### src/rtl/wbcc_pkg.sv
// Package for the write-back block cache controller: widths, request kinds,
// action codes and register indexes. No dependencies.
`timescale 1ns / 1ps
package wbcc_pkg;
   localparam int DepthDefault = 8;
   localparam int BlockW = 32;
   localparam int TimeW = 48;
   localparam int TimeoutReset = 1000000;

   typedef enum logic [2:0] {
      KIND_READ = 3'd0, KIND_WRITE = 3'd1, KIND_ERASE = 3'd2,
      KIND_QUERY = 3'd3, KIND_FLUSH = 3'd4, KIND_TICK = 3'd5
   } kind_type;

   typedef enum logic [3:0] {
      ACT_NONE = 4'd0, ACT_READ_SLOT = 4'd1, ACT_READ_FF = 4'd2,
      ACT_FILL_READ = 4'd3, ACT_READ_BACK = 4'd4, ACT_WRITE_SLOT = 4'd5,
      ACT_WRITE_BACK = 4'd6, ACT_ERASE_BACK = 4'd7, ACT_WB_SLOT = 4'd8,
      ACT_ERASE_FLUSHED = 4'd9, ACT_CACHED = 4'd10, ACT_ASK = 4'd11
   } action_type;

   localparam logic CSR_READ_CACHING = 1'b0;
   localparam logic CSR_TIMEOUT = 1'b1;

   // queued request word between front and back
   typedef struct packed {
      logic [2:0] kind;
      logic [BlockW-1:0] block;
      logic [TimeW-1:0] now;
   } req_word_type;
endpackage

### src/rtl/write_back_block_cache_control_unit.sv
// Timing: a lookup request is registered in the request queue and then in the
// back end's result register; lookup requests run at one per cycle while no
// sweep runs and results are taken. Flush and tick sweep all DEPTH entries,
// one per cycle while results are taken, emitting one word per flushed entry
// or one ACT_NONE word if none is flushed. Top level: register file, request
// queue and back end. Depends on wbcc_pkg, wbcc_queue, wbcc_engine.
`timescale 1ns / 1ps
module write_back_block_cache_control_unit
   import wbcc_pkg::*;
#(
   parameter int DEPTH = DepthDefault
) (
   input  logic              clock,
   input  logic              reset,
   input  logic              csr_write_enable,
   input  logic              csr_index,
   input  logic [31:0]       csr_write_data,
   input  logic              req_valid,
   output logic              req_ready,
   input  logic [2:0]        req_kind,
   input  logic [BlockW-1:0] req_block,
   input  logic [TimeW-1:0]  req_now,
   output logic              rsp_valid,
   input  logic              rsp_ready,
   output logic [3:0]        rsp_action,
   output logic [2:0]        rsp_slot,
   output logic [BlockW-1:0] rsp_target_block,
   output logic              rsp_is_erased,
   output logic              rsp_last
);
   logic read_caching_ff;
   logic [31:0] timeout_ff;
   req_word_type in_word, q_word;
   logic q_valid, q_ready;

   // hold configuration
   always_ff @(posedge clock) begin
      if (reset) begin
         read_caching_ff <= 1'b0;
         timeout_ff <= 32'(TimeoutReset);
      end else if (csr_write_enable) begin
         if (csr_index == CSR_READ_CACHING) read_caching_ff <= csr_write_data[0];
         else timeout_ff <= csr_write_data;
      end
   end

   assign in_word = '{kind: req_kind, block: req_block, now: req_now};

   wbcc_queue u_queue (
      .clock, .reset,
      .in_valid(req_valid), .in_ready(req_ready), .in_word(in_word),
      .out_valid(q_valid), .out_ready(q_ready), .out_word(q_word)
   );

   wbcc_engine #(.DEPTH(DEPTH)) u_engine (
      .clock, .reset,
      .read_caching(read_caching_ff), .timeout_us(timeout_ff),
      .cmd_valid(q_valid), .cmd_ready(q_ready), .cmd_word(q_word),
      .rsp_valid, .rsp_ready, .rsp_action, .rsp_slot, .rsp_target_block,
      .rsp_is_erased, .rsp_last
   );
endmodule

### src/rtl/wbcc_queue.sv
// Two-entry request queue between the front end and the back end.
// Depends on wbcc_pkg.
`timescale 1ns / 1ps
module wbcc_queue
   import wbcc_pkg::*;
(
   input  logic         clock,
   input  logic         reset,
   input  logic         in_valid,
   output logic         in_ready,
   input  req_word_type in_word,
   output logic         out_valid,
   input  logic         out_ready,
   output req_word_type out_word
);
   req_word_type mem_ff [2];
   logic wr_ptr_ff, rd_ptr_ff;
   logic [1:0] count_ff;
   logic push, pop;

   assign in_ready = (count_ff != 2'd2);
   assign out_valid = (count_ff != 2'd0);
   assign out_word = mem_ff[rd_ptr_ff];
   assign push = in_valid && in_ready;
   assign pop = out_valid && out_ready;

   // store word
   always_ff @(posedge clock) begin
      if (push) mem_ff[wr_ptr_ff] <= in_word;
   end

   // advance pointers
   always_ff @(posedge clock) begin
      if (reset) begin
         wr_ptr_ff <= 1'b0;
         rd_ptr_ff <= 1'b0;
         count_ff <= 2'd0;
      end else begin
         if (push) wr_ptr_ff <= ~wr_ptr_ff;
         if (pop) rd_ptr_ff <= ~rd_ptr_ff;
         count_ff <= count_ff + {1'b0, push} - {1'b0, pop};
      end
   end
endmodule

### src/rtl/wbcc_engine.sv
// Back end: entry tags and flags, lookup and flush sequencing, result register.
// Depends on wbcc_pkg.
`timescale 1ns / 1ps
module wbcc_engine
   import wbcc_pkg::*;
#(
   parameter int DEPTH = DepthDefault
) (
   input  logic              clock,
   input  logic              reset,
   input  logic              read_caching,
   input  logic [31:0]       timeout_us,
   input  logic              cmd_valid,
   output logic              cmd_ready,
   input  req_word_type      cmd_word,
   output logic              rsp_valid,
   input  logic              rsp_ready,
   output logic [3:0]        rsp_action,
   output logic [2:0]        rsp_slot,
   output logic [BlockW-1:0] rsp_target_block,
   output logic              rsp_is_erased,
   output logic              rsp_last
);
   localparam int IdxW = (DEPTH > 1) ? $clog2(DEPTH) : 1;

   typedef enum logic [1:0] {
      ST_IDLE = 2'b01, ST_SWEEP = 2'b10
   } state_type;

   state_type state_ff, state_in;
   logic [DEPTH-1:0] valid_ff, dirty_ff, erase_ff;
   logic [BlockW-1:0] tag_ff [DEPTH];
   logic [TimeW-1:0] stamp_ff [DEPTH];

   req_word_type cur_ff;
   logic [IdxW-1:0] idx_ff;
   logic any_ff, tick_ok_ff;
   logic [TimeW-1:0] limit_ff;

   logic out_valid_ff;
   logic [3:0] out_action_ff;
   logic [2:0] out_slot_ff;
   logic [BlockW-1:0] out_block_ff;
   logic out_erased_ff, out_last_ff;

   logic out_free;
   assign out_free = !out_valid_ff || rsp_ready;
   assign cmd_ready = (state_ff == ST_IDLE) && out_free;
   assign rsp_valid = out_valid_ff;
   assign rsp_action = out_action_ff;
   assign rsp_slot = out_slot_ff;
   assign rsp_target_block = out_block_ff;
   assign rsp_is_erased = out_erased_ff;
   assign rsp_last = out_last_ff;

   // parallel tag compare and free-entry search
   logic hit, free;
   logic [IdxW-1:0] hit_idx, free_idx;
   always_comb begin
      hit = 1'b0;
      free = 1'b0;
      hit_idx = '0;
      free_idx = '0;
      for (int i = DEPTH - 1; i >= 0; i--) begin
         if (valid_ff[i] && tag_ff[i] == cmd_word.block) begin
            hit = 1'b1;
            hit_idx = IdxW'(i);
         end
         if (!valid_ff[i]) begin
            free = 1'b1;
            free_idx = IdxW'(i);
         end
      end
   end

   logic take;
   assign take = cmd_valid && cmd_ready;

   // sweep step qualifies the current entry
   logic sel, sweep_end;
   assign sel = valid_ff[idx_ff] && (dirty_ff[idx_ff] || erase_ff[idx_ff]) &&
                (cur_ff.kind == KIND_FLUSH ||
                 (tick_ok_ff && stamp_ff[idx_ff] < limit_ff));
   assign sweep_end = (idx_ff == IdxW'(DEPTH - 1));

   always_comb begin
      state_in = state_ff;
      case (state_ff)
         ST_IDLE:
            if (take && (cmd_word.kind == KIND_FLUSH || cmd_word.kind == KIND_TICK))
               state_in = ST_SWEEP;
         ST_SWEEP:
            if (out_free && sweep_end) state_in = ST_IDLE;
         default: state_in = ST_IDLE;
      endcase
   end

   // control and flags
   always_ff @(posedge clock) begin
      if (reset) begin
         state_ff <= ST_IDLE;
         valid_ff <= '0;
         dirty_ff <= '0;
         erase_ff <= '0;
         out_valid_ff <= 1'b0;
         idx_ff <= '0;
         any_ff <= 1'b0;
      end else begin
         state_ff <= state_in;
         if (out_valid_ff && rsp_ready) out_valid_ff <= 1'b0;
         if (take) begin
            case (cmd_word.kind)
               KIND_READ: begin
                  out_valid_ff <= 1'b1;
                  if (!hit && free && read_caching) begin
                     valid_ff[free_idx] <= 1'b1;
                     dirty_ff[free_idx] <= 1'b0;
                     erase_ff[free_idx] <= 1'b0;
                  end
               end
               KIND_WRITE: begin
                  out_valid_ff <= 1'b1;
                  if (hit) begin
                     erase_ff[hit_idx] <= 1'b0;
                     dirty_ff[hit_idx] <= 1'b1;
                  end else if (free) begin
                     valid_ff[free_idx] <= 1'b1;
                     dirty_ff[free_idx] <= 1'b1;
                     erase_ff[free_idx] <= 1'b0;
                  end
               end
               KIND_ERASE: begin
                  out_valid_ff <= 1'b1;
                  if (hit) begin
                     erase_ff[hit_idx] <= 1'b1;
                     dirty_ff[hit_idx] <= 1'b0;
                  end else if (free) begin
                     valid_ff[free_idx] <= 1'b1;
                     dirty_ff[free_idx] <= 1'b0;
                     erase_ff[free_idx] <= 1'b1;
                  end
               end
               KIND_FLUSH, KIND_TICK: begin
                  idx_ff <= '0;
                  any_ff <= 1'b0;
               end
               default: out_valid_ff <= 1'b1;
            endcase
         end else if (state_ff == ST_SWEEP && out_free) begin
            if (sel) begin
               dirty_ff[idx_ff] <= 1'b0;
               erase_ff[idx_ff] <= 1'b0;
               valid_ff[idx_ff] <= dirty_ff[idx_ff] && read_caching;
               any_ff <= 1'b1;
            end
            out_valid_ff <= sel || (sweep_end && !any_ff);
            if (!sweep_end) idx_ff <= idx_ff + 1'b1;
         end
      end
   end

   // last flushed result must be flagged: look ahead for later candidates
   logic later;
   always_comb begin
      later = 1'b0;
      for (int i = 0; i < DEPTH; i++) begin
         if (IdxW'(i) > idx_ff && valid_ff[i] && (dirty_ff[i] || erase_ff[i]) &&
             (cur_ff.kind == KIND_FLUSH || (tick_ok_ff && stamp_ff[i] < limit_ff)))
            later = 1'b1;
      end
   end

   // payload, tags, stamps
   always_ff @(posedge clock) begin
      if (take) begin
         cur_ff <= cmd_word;
         tick_ok_ff <= cmd_word.now >= TimeW'(timeout_us);
         limit_ff <= cmd_word.now - TimeW'(timeout_us);
         out_block_ff <= cmd_word.block;
         out_erased_ff <= 1'b0;
         out_last_ff <= 1'b1;
         out_slot_ff <= 3'd0;
         out_action_ff <= ACT_NONE;
         case (cmd_word.kind)
            KIND_READ:
               if (hit) begin
                  out_slot_ff <= 3'(hit_idx);
                  if (erase_ff[hit_idx]) out_action_ff <= ACT_READ_FF;
                  else begin
                     out_action_ff <= ACT_READ_SLOT;
                     if (!dirty_ff[hit_idx]) stamp_ff[hit_idx] <= cmd_word.now;
                  end
               end else if (free && read_caching) begin
                  out_slot_ff <= 3'(free_idx);
                  out_action_ff <= ACT_FILL_READ;
                  tag_ff[free_idx] <= cmd_word.block;
                  stamp_ff[free_idx] <= cmd_word.now;
               end else out_action_ff <= ACT_READ_BACK;
            KIND_WRITE:
               if (hit) begin
                  out_slot_ff <= 3'(hit_idx);
                  out_action_ff <= ACT_WRITE_SLOT;
               end else if (free) begin
                  out_slot_ff <= 3'(free_idx);
                  out_action_ff <= ACT_WRITE_SLOT;
                  tag_ff[free_idx] <= cmd_word.block;
                  stamp_ff[free_idx] <= cmd_word.now;
               end else out_action_ff <= ACT_WRITE_BACK;
            KIND_ERASE:
               if (hit) out_slot_ff <= 3'(hit_idx);
               else if (free) begin
                  out_slot_ff <= 3'(free_idx);
                  tag_ff[free_idx] <= cmd_word.block;
                  stamp_ff[free_idx] <= cmd_word.now;
               end else out_action_ff <= ACT_ERASE_BACK;
            KIND_QUERY:
               if (hit) begin
                  out_slot_ff <= 3'(hit_idx);
                  out_action_ff <= ACT_CACHED;
                  out_erased_ff <= erase_ff[hit_idx];
               end else out_action_ff <= ACT_ASK;
            default: out_block_ff <= '0;
         endcase
      end else if (state_ff == ST_SWEEP && out_free) begin
         if (sel) begin
            out_action_ff <= dirty_ff[idx_ff] ? ACT_WB_SLOT : ACT_ERASE_FLUSHED;
            out_slot_ff <= 3'(idx_ff);
            out_block_ff <= tag_ff[idx_ff];
            out_last_ff <= !later;
            out_erased_ff <= 1'b0;
            if (dirty_ff[idx_ff] && read_caching) stamp_ff[idx_ff] <= cur_ff.now;
         end else begin
            out_action_ff <= ACT_NONE;
            out_slot_ff <= 3'd0;
            out_block_ff <= '0;
            out_last_ff <= 1'b1;
            out_erased_ff <= 1'b0;
         end
      end
   end
endmodule

### config.mk
export PLATFORM = sky130hd
export DESIGN_NAME = write_back_block_cache_control_unit
export DESIGN_NICKNAME = d
export VERILOG_FILES = /design/src/rtl/wbcc_pkg.sv /design/src/rtl/write_back_block_cache_control_unit.sv /design/src/rtl/wbcc_queue.sv /design/src/rtl/wbcc_engine.sv
export SDC_FILE = /design/constraint.sdc
export NUM_CORES = 2
export LEC_CHECK = 0
export ABC_CLOCK_PERIOD_IN_PS = 8610
export BUFFER_PORTS_ARGS = -buffer_cell sky130_fd_sc_hd__buf_2
export CAP_MARGIN = 20
export CORE_MARGIN = 3
export CORE_UTILIZATION = 40
export DETAILED_ROUTE_END_ITERATION = 10
export GPL_TIMING_DRIVEN = 1
export PLACE_DENSITY = 0.68
export SYNTH_ARGS = -nofsm -noshare
export SYNTH_HDL_FRONTEND = slang
export SYNTH_HIERARCHICAL = 1
export SYNTH_SLANG_ARGS = --single-unit
### constraint.sdc
create_clock -name clock -period 8.61 [get_ports clock]
set_clock_uncertainty 0.05 [all_clocks]
set_input_delay 2.583 -clock clock [delete_from_list [all_inputs] [get_ports clock]]
set_output_delay 2.583 -clock clock [all_outputs]
set_load 0.01 [all_outputs]
Yosys cells after proc, flatten, opt, wreduce, memory -nomap -nowiden --
Memory sizes are Yosys's and may differ from the RTL's. A register that Yosys moved wholly into a read port is not among the register bits. Index checks and enable logic that the tools add are counted.
Storage, ports and cells: register bits 209, bits in latches 0, bits in writable memories 806, ROM bits 0, input port bits 121, memories kept 3
Memory list:
- u_engine.stamp_ff | depth 8, width 48, read ports 9, clocked after memory_dff 1, wr ports 1, line wbcc_engine.sv:33 | logic [TimeW-1:0] stamp_ff [DEPTH];
- u_engine.tag_ff | depth 8, width 32, read ports 9, clocked after memory_dff 1, wr ports 1, line wbcc_engine.sv:32 | logic [BlockW-1:0] tag_ff [DEPTH];
- u_queue.mem_ff | depth 2, width 83, read ports 1, clocked after memory_dff 1, wr ports 1, line wbcc_queue.sv:16 | req_word_type mem_ff [2];
Operators by class: add/subtract/negate cells 4, multipliers 0, div/mod/pow operators 0, $lt $le $gt $ge 24, equal/unequal tests 29, shift-type cells 0, multiplexer cells 170, bitwise gates (word level) 21, reductions and logical operators 99
Operators with widths (count):
- $lt A48 B48 Y1 | 9
- $eq A32 B32 Y1 | 8
- $mux W32 | 6
- $mux W48 | 4
- $mux W8 | 22
- $mux W3 | 36
- $reduce_or A48 Y1 | 2
- $mux W1 | 77
- $logic_and A1 B1 Y1 | 58
- $and A8 B8 Y8 | 6
- $ge A48 B32 Y1 | 1
- $pmux W8 S3 | 2
- $sub A48 B32 Y48 | 1
- $or A8 B8 Y8 | 5
- $mux W4 | 6
- $not A8 Y8 | 3
- $logic_or A1 B1 Y1 | 21
- $pmux W4 S4 | 1
- $pmux W8 S2 | 1
- $bmux W1 S3 | 5
- $eq A3 B3 Y1 const B | 4
- $gt A3 B3 Y1 const A | 4
- $lt A3 B4 Y1 const B | 3
- $reduce_and A6 Y1 | 2
- 30 further kinds | 60

Depth between registers and ports, before layout --
An unclocked memory read counts as a cell.
depth after elaboration 21, gate-level depth with buffers 18

Cells and area by module --
The synthesis kept the hierarchy.
Modules (own cells, without submodules):
- wbcc_engine | instances 1, cells an instance 3589, area each 47144.0 um2, sequential area each 24123.1 um2
- wbcc_queue | instances 1, cells an instance 282, area each 6568.8 um2, sequential area each 5084.9 um2
- write_back_block_cache_control_unit | instances 1, cells an instance 142, area each 1492.7 um2, sequential area each 660.6 um2

Least setup slack after synthesis --
OpenSTA, ideal clock, no wires.
path type register -> register, start point register with a tool-made name, end point memory u_engine.stamp_ff[6][0] (enable), data arrival time 8249 ps, required time 8037 ps, path slack -212 ps, stages on the path, launching flop included 19, path buffers 5, path through dfxtp_1 clkbuf_1 buf_1 buf_1 mux4_2 mux2_2 ha_1 a21o_1 a21o_1 a221oi_1 o22a_1 a31o_2 nand4_1 or2_2 clkbuf_1 buf_1 a21oi_1 a21oi_2 nor3b_1
RTL lines (line):
- to (decl) | wbcc_engine.sv:33

==> impl_summary.log <==
INFO  metric run_status = complete, no violations
INFO  metric synthesis.nets = 4,595
INFO  metric post_synth.cell_area_avg = ~14 um^2
INFO  metric detailedRoute.firstIterationViolations = between 4,000 and 5,000
INFO  metric max-slew-margin-rel = 15.48%
INFO  metric final-max-slew-violation-count = 0
INFO  metric via_count = 36,792
INFO  metric cts_post_setup_buffers_inserted = 0
INFO  metric worst-endpoint-required = 8900 ps
INFO  metric cts_resized = 0
INFO  metric dieWidth = roughly 380 um
INFO  metric ys_ff_latch = roughly 1,000
INFO  metric vdd_ir_drop_max = just under 200 uV
INFO  metric synth.largest_area_cell = sky130_fd_sc_hd__edfxtp_1
INFO  metric routed-wl-met2 = around 75,000 um
INFO  metric post_drt_via_cell_ratio = 6.059
INFO  metric worst_setup_path_end_kind = flop
INFO  metric synth_top_area_share = 51.46%
INFO  metric crit_path_start_kind = flop
INFO  metric achievable-frequency = 0.1346 GHz
INFO  metric reg2regPathDepth = 15
INFO  metric cts-htree-levels = 3
INFO  metric number_of_antenna_violations_at_the_first_check_in_global_routing = 5
INFO  metric global_route.usage.total = between 20% and 30%
INFO  metric ys_dominant_reg_cell = sky130_fd_sc_hd__edfxtp_1
INFO  metric power.static_leakage = ~22 nW
INFO  metric placeableCoreArea = approximately 140,000 um^2
INFO  metric gp_congestion = around 1.0
INFO  metric wire_per_inst = ~28 um
INFO  metric tightest_slew = 1256 ps
INFO  metric cts_hold_buffers = 0
INFO  metric detail_route.first_pass.iterations = 6
INFO  metric port-buffer-count = between 150 and 200
INFO  metric met1_length = a little over 70,000 um
INFO  metric grt_max_degree = 72
INFO  metric cp_arrival = about 7700 ps
INFO  metric synth_top_cells_by_count = 946 x sky130_fd_sc_hd__edfxtp_1, 460 x sky130_fd_sc_hd__ha_1, 212 x sky130_fd_sc_hd__xor2_1
INFO  metric grt_setup_unrepaired = no
INFO  metric std_cell_rows = 135
INFO  metric hold-worst-slack = slightly above 400 ps
INFO  metric grt_overflow_total = 0
INFO  metric cts.sinks = approximately 1,000
INFO  metric finish.net_count = between 4,000 and 5,000
INFO  metric grt_first_pass_wirelength = between 200,000 and 250,000 um
INFO  metric wl_met3 = approximately 16,000 um
INFO  metric die_area = between 100,000 and 150,000 um^2
INFO  metric synth-seq-area-share = a little over half
INFO  metric ctsRootBufferMaster = sky130_fd_sc_hd__clkbuf_16
INFO  metric area_growth = 12.20%
INFO  metric fin_tns_setup = 0 ps
INFO  metric combined_area_of_all_synthesized_cells = approximately 55,000 um^2
INFO  metric tritoncts = yes
INFO  metric worstHoldPathType = flop to flop
INFO  metric cts.clk_slew.worst_paths = ~60 ps
INFO  metric synth_warnings = 6
INFO  metric setup_violations = 0
INFO  metric die_y = between 300 and 400 um
INFO  metric ctsLongestPathBuffers = 3
INFO  metric drv.max_cap_violation_count = 0
INFO  metric hpwlAfterDp = 121,800 um
INFO  metric post-route-util = between 40% and 50%
INFO  metric drc = 0
INFO  metric worstHoldPathCells = 1
INFO  metric yosys.cell_count.top_type = sky130_fd_sc_hd__edfxtp_1
INFO  metric fraction_of_final_layout_cells_sized_beyond_drive_strength_1 = 19.14%
INFO  metric clk_latency = roughly 750 ps
INFO  metric topRoutingLayerUsed = met5
INFO  metric detail_route.wirelength = 167,100 um
INFO  metric num_cts_buffers = 109
INFO  metric ys_top_cells_by_area = sky130_fd_sc_hd__edfxtp_1 51%, sky130_fd_sc_hd__ha_1 10%, sky130_fd_sc_hd__mux4_2 6.7%
INFO  metric hold_viol = 0
INFO  metric startpoint_to_endpoint_class_of_the_critical_path = flop to flop
INFO  metric power_per_cell_area = a little under 300 nW/um^2
INFO  metric postSynthCellCount = about 4,000
INFO  metric first_global_vias = 35,725
INFO  metric floorplan.initialDensity = 40.50%
INFO  metric boundary_pin_count = 164
INFO  metric crit_fanout = between 40 and 50
INFO  metric number_of_enable_type_register_cells_in_the_synthesized_netlist = between 900 and 1,000
INFO  metric routed_antenna_nets = 0
INFO  metric ys_async_sr_fraction = 0%
INFO  metric min_period = 7429 ps
INFO  metric period_share = 86.28%
INFO  metric synth_cell_type_count = 86
worst max-delay path, cell delays in order, from the launching register on:
cell and delay, ps:
sky130_fd_sc_hd__dfxtp_4 950, sky130_fd_sc_hd__buf_4 440, sky130_fd_sc_hd__mux4_2 540, sky130_fd_sc_hd__mux2_2 280, sky130_fd_sc_hd__ha_1 300, sky130_fd_sc_hd__a21oi_1 170, sky130_fd_sc_hd__o21ai_0 140, sky130_fd_sc_hd__a221oi_1 510
sky130_fd_sc_hd__o22a_1 290, sky130_fd_sc_hd__a31o_2 210, sky130_fd_sc_hd__nand4_1 290, sky130_fd_sc_hd__or2_2 600, sky130_fd_sc_hd__a21oi_1 680, sky130_fd_sc_hd__nand2b_1 300, sky130_fd_sc_hd__nor2_4 600, sky130_fd_sc_hd__buf_4 640
path summary, 6_finish.rpt:
kind	slack (ps)	endpoint	startpoint
setup reg to reg	1180	u_engine/stamp_ff[1][32]	flop
setup / recovery	1180	u_engine/stamp_ff[1][32]	flop
hold / removal	410	timeout_ff[18]	timeout_ff[18]
hold reg to reg	410	timeout_ff[18]	timeout_ff[18]
sequential cells by signal, indices dropped and copies added (netlist names), 3 cells and up, named ones only:
| name | flops |
|---|---|
| u_engine/rsp_slot | 3 |
| u_engine/rsp_action | 4 |
| u_engine/cur_ff | 51 |
| u_engine/stamp_ff | 384 |
| u_engine/dirty_ff | 8 |
| u_engine/valid_ff | 8 |
| u_engine/tag_ff | 256 |
| u_engine/erase_ff | 8 |
| u_engine/idx_ff | 3 |
| timeout_ff | 32 |
| u_queue/mem_ff | 166 |
| u_engine/limit_ff | 48 |
| u_engine/rsp_target_block | 32 |
cells by family after synthesis:
group	share of synthesized area, %
xor+xnor	4.791
mux	11.55
compound gates	8.467
simple gates	8.363
buf+inv	2.262
flops	54.10
fa+ha+maj	10.46
metal layers:
| layer | track usage [%] | vias up |
|---|---|---|
| met3 | 4.254 | 295 |
| li1 | - | 16147 |
| met5 | 0 | - |
| met4 | 7.943 | 4 |
| met1 | 32.93 | 18484 |
| met2 | 35.62 | 1862 |
through the flow:
stage	area, um^2	cells	power [mW]	worst slack (ps)
3_3_place_gp	58070	5864	13.00	1327
2_1_floorplan	55210	4013	10.93	11.86
6_report	61940	6072	18.18	1181
5_1_grt	61940	6071	19.05	824.9
3_5_place_dp	58070	5864	13.14	1223
4_1_cts	61930	6070	18.19	1205
area by class of cell:
type / instances / area [um^2]
Clock buffer: 127 / 2855
Sequential cell: 1019 / 29880
Fill cell: 11908 / 74370
Tap cell: 1781 / 2228
Clock inverter: 79 / 1012
Timing Repair Buffer: 223 / 1294
Antenna cell: 2 / 5.005
Inverter: 115 / 434.2
Multi-Input combinational cell: 2726 / 24230
layout by cell type, fill, tap and decap left out, types with 13 or more instances in the layout:
cell type	synthesis	layout
sky130_fd_sc_hd__nand2b_1	39	39
sky130_fd_sc_hd__a2111oi_0	14	14
sky130_fd_sc_hd__a21bo_1	23	23
sky130_fd_sc_hd__nor4_1	104	104
sky130_fd_sc_hd__mux2_4	70	70
sky130_fd_sc_hd__inv_1	114	113
sky130_fd_sc_hd__nand2_1	171	170
sky130_fd_sc_hd__a211oi_1	27	27
sky130_fd_sc_hd__edfxtp_1	946	946
sky130_fd_sc_hd__buf_4	4	59
sky130_fd_sc_hd__nor2_4	0	13
sky130_fd_sc_hd__xor2_1	212	212
sky130_fd_sc_hd__buf_2	37	162
sky130_fd_sc_hd__nand4_1	107	107
sky130_fd_sc_hd__mux2i_1	37	37
sky130_fd_sc_hd__mux2_2	112	112
sky130_fd_sc_hd__o21ai_0	160	160
sky130_fd_sc_hd__clkinvlp_4	0	14
sky130_fd_sc_hd__clkbuf_16	0	109
sky130_fd_sc_hd__o211ai_1	22	22
sky130_fd_sc_hd__a21oi_1	203	203
sky130_fd_sc_hd__o21a_1	15	15
sky130_fd_sc_hd__or4_1	13	13
sky130_fd_sc_hd__a21oi_2	17	17
sky130_fd_sc_hd__a21o_1	116	116
sky130_fd_sc_hd__xnor2_1	90	90
sky130_fd_sc_hd__bufinv_16	0	18
sky130_fd_sc_hd__mux4_2	164	164
sky130_fd_sc_hd__dfxtp_1	73	69
sky130_fd_sc_hd__and3_1	18	17
sky130_fd_sc_hd__or3_1	14	14
sky130_fd_sc_hd__nor3_1	58	55
sky130_fd_sc_hd__clkinv_2	0	21
sky130_fd_sc_hd__a31oi_1	15	15
sky130_fd_sc_hd__ha_1	460	460
sky130_fd_sc_hd__nand3_1	75	75
sky130_fd_sc_hd__nor2_1	142	129
sky130_fd_sc_hd__nor2b_1	43	43
power by group:
group / total, mW / leakage (nW) / switching [mW] / internal (mW)
clock: 5.02 / 1.86 / 2.07 / 2.94
sequential: 6.70 / 9.25 / 0.242 / 6.46
combinational: 6.46 / 11.0 / 4.28 / 2.18
(Power assumes the default switching activity.)
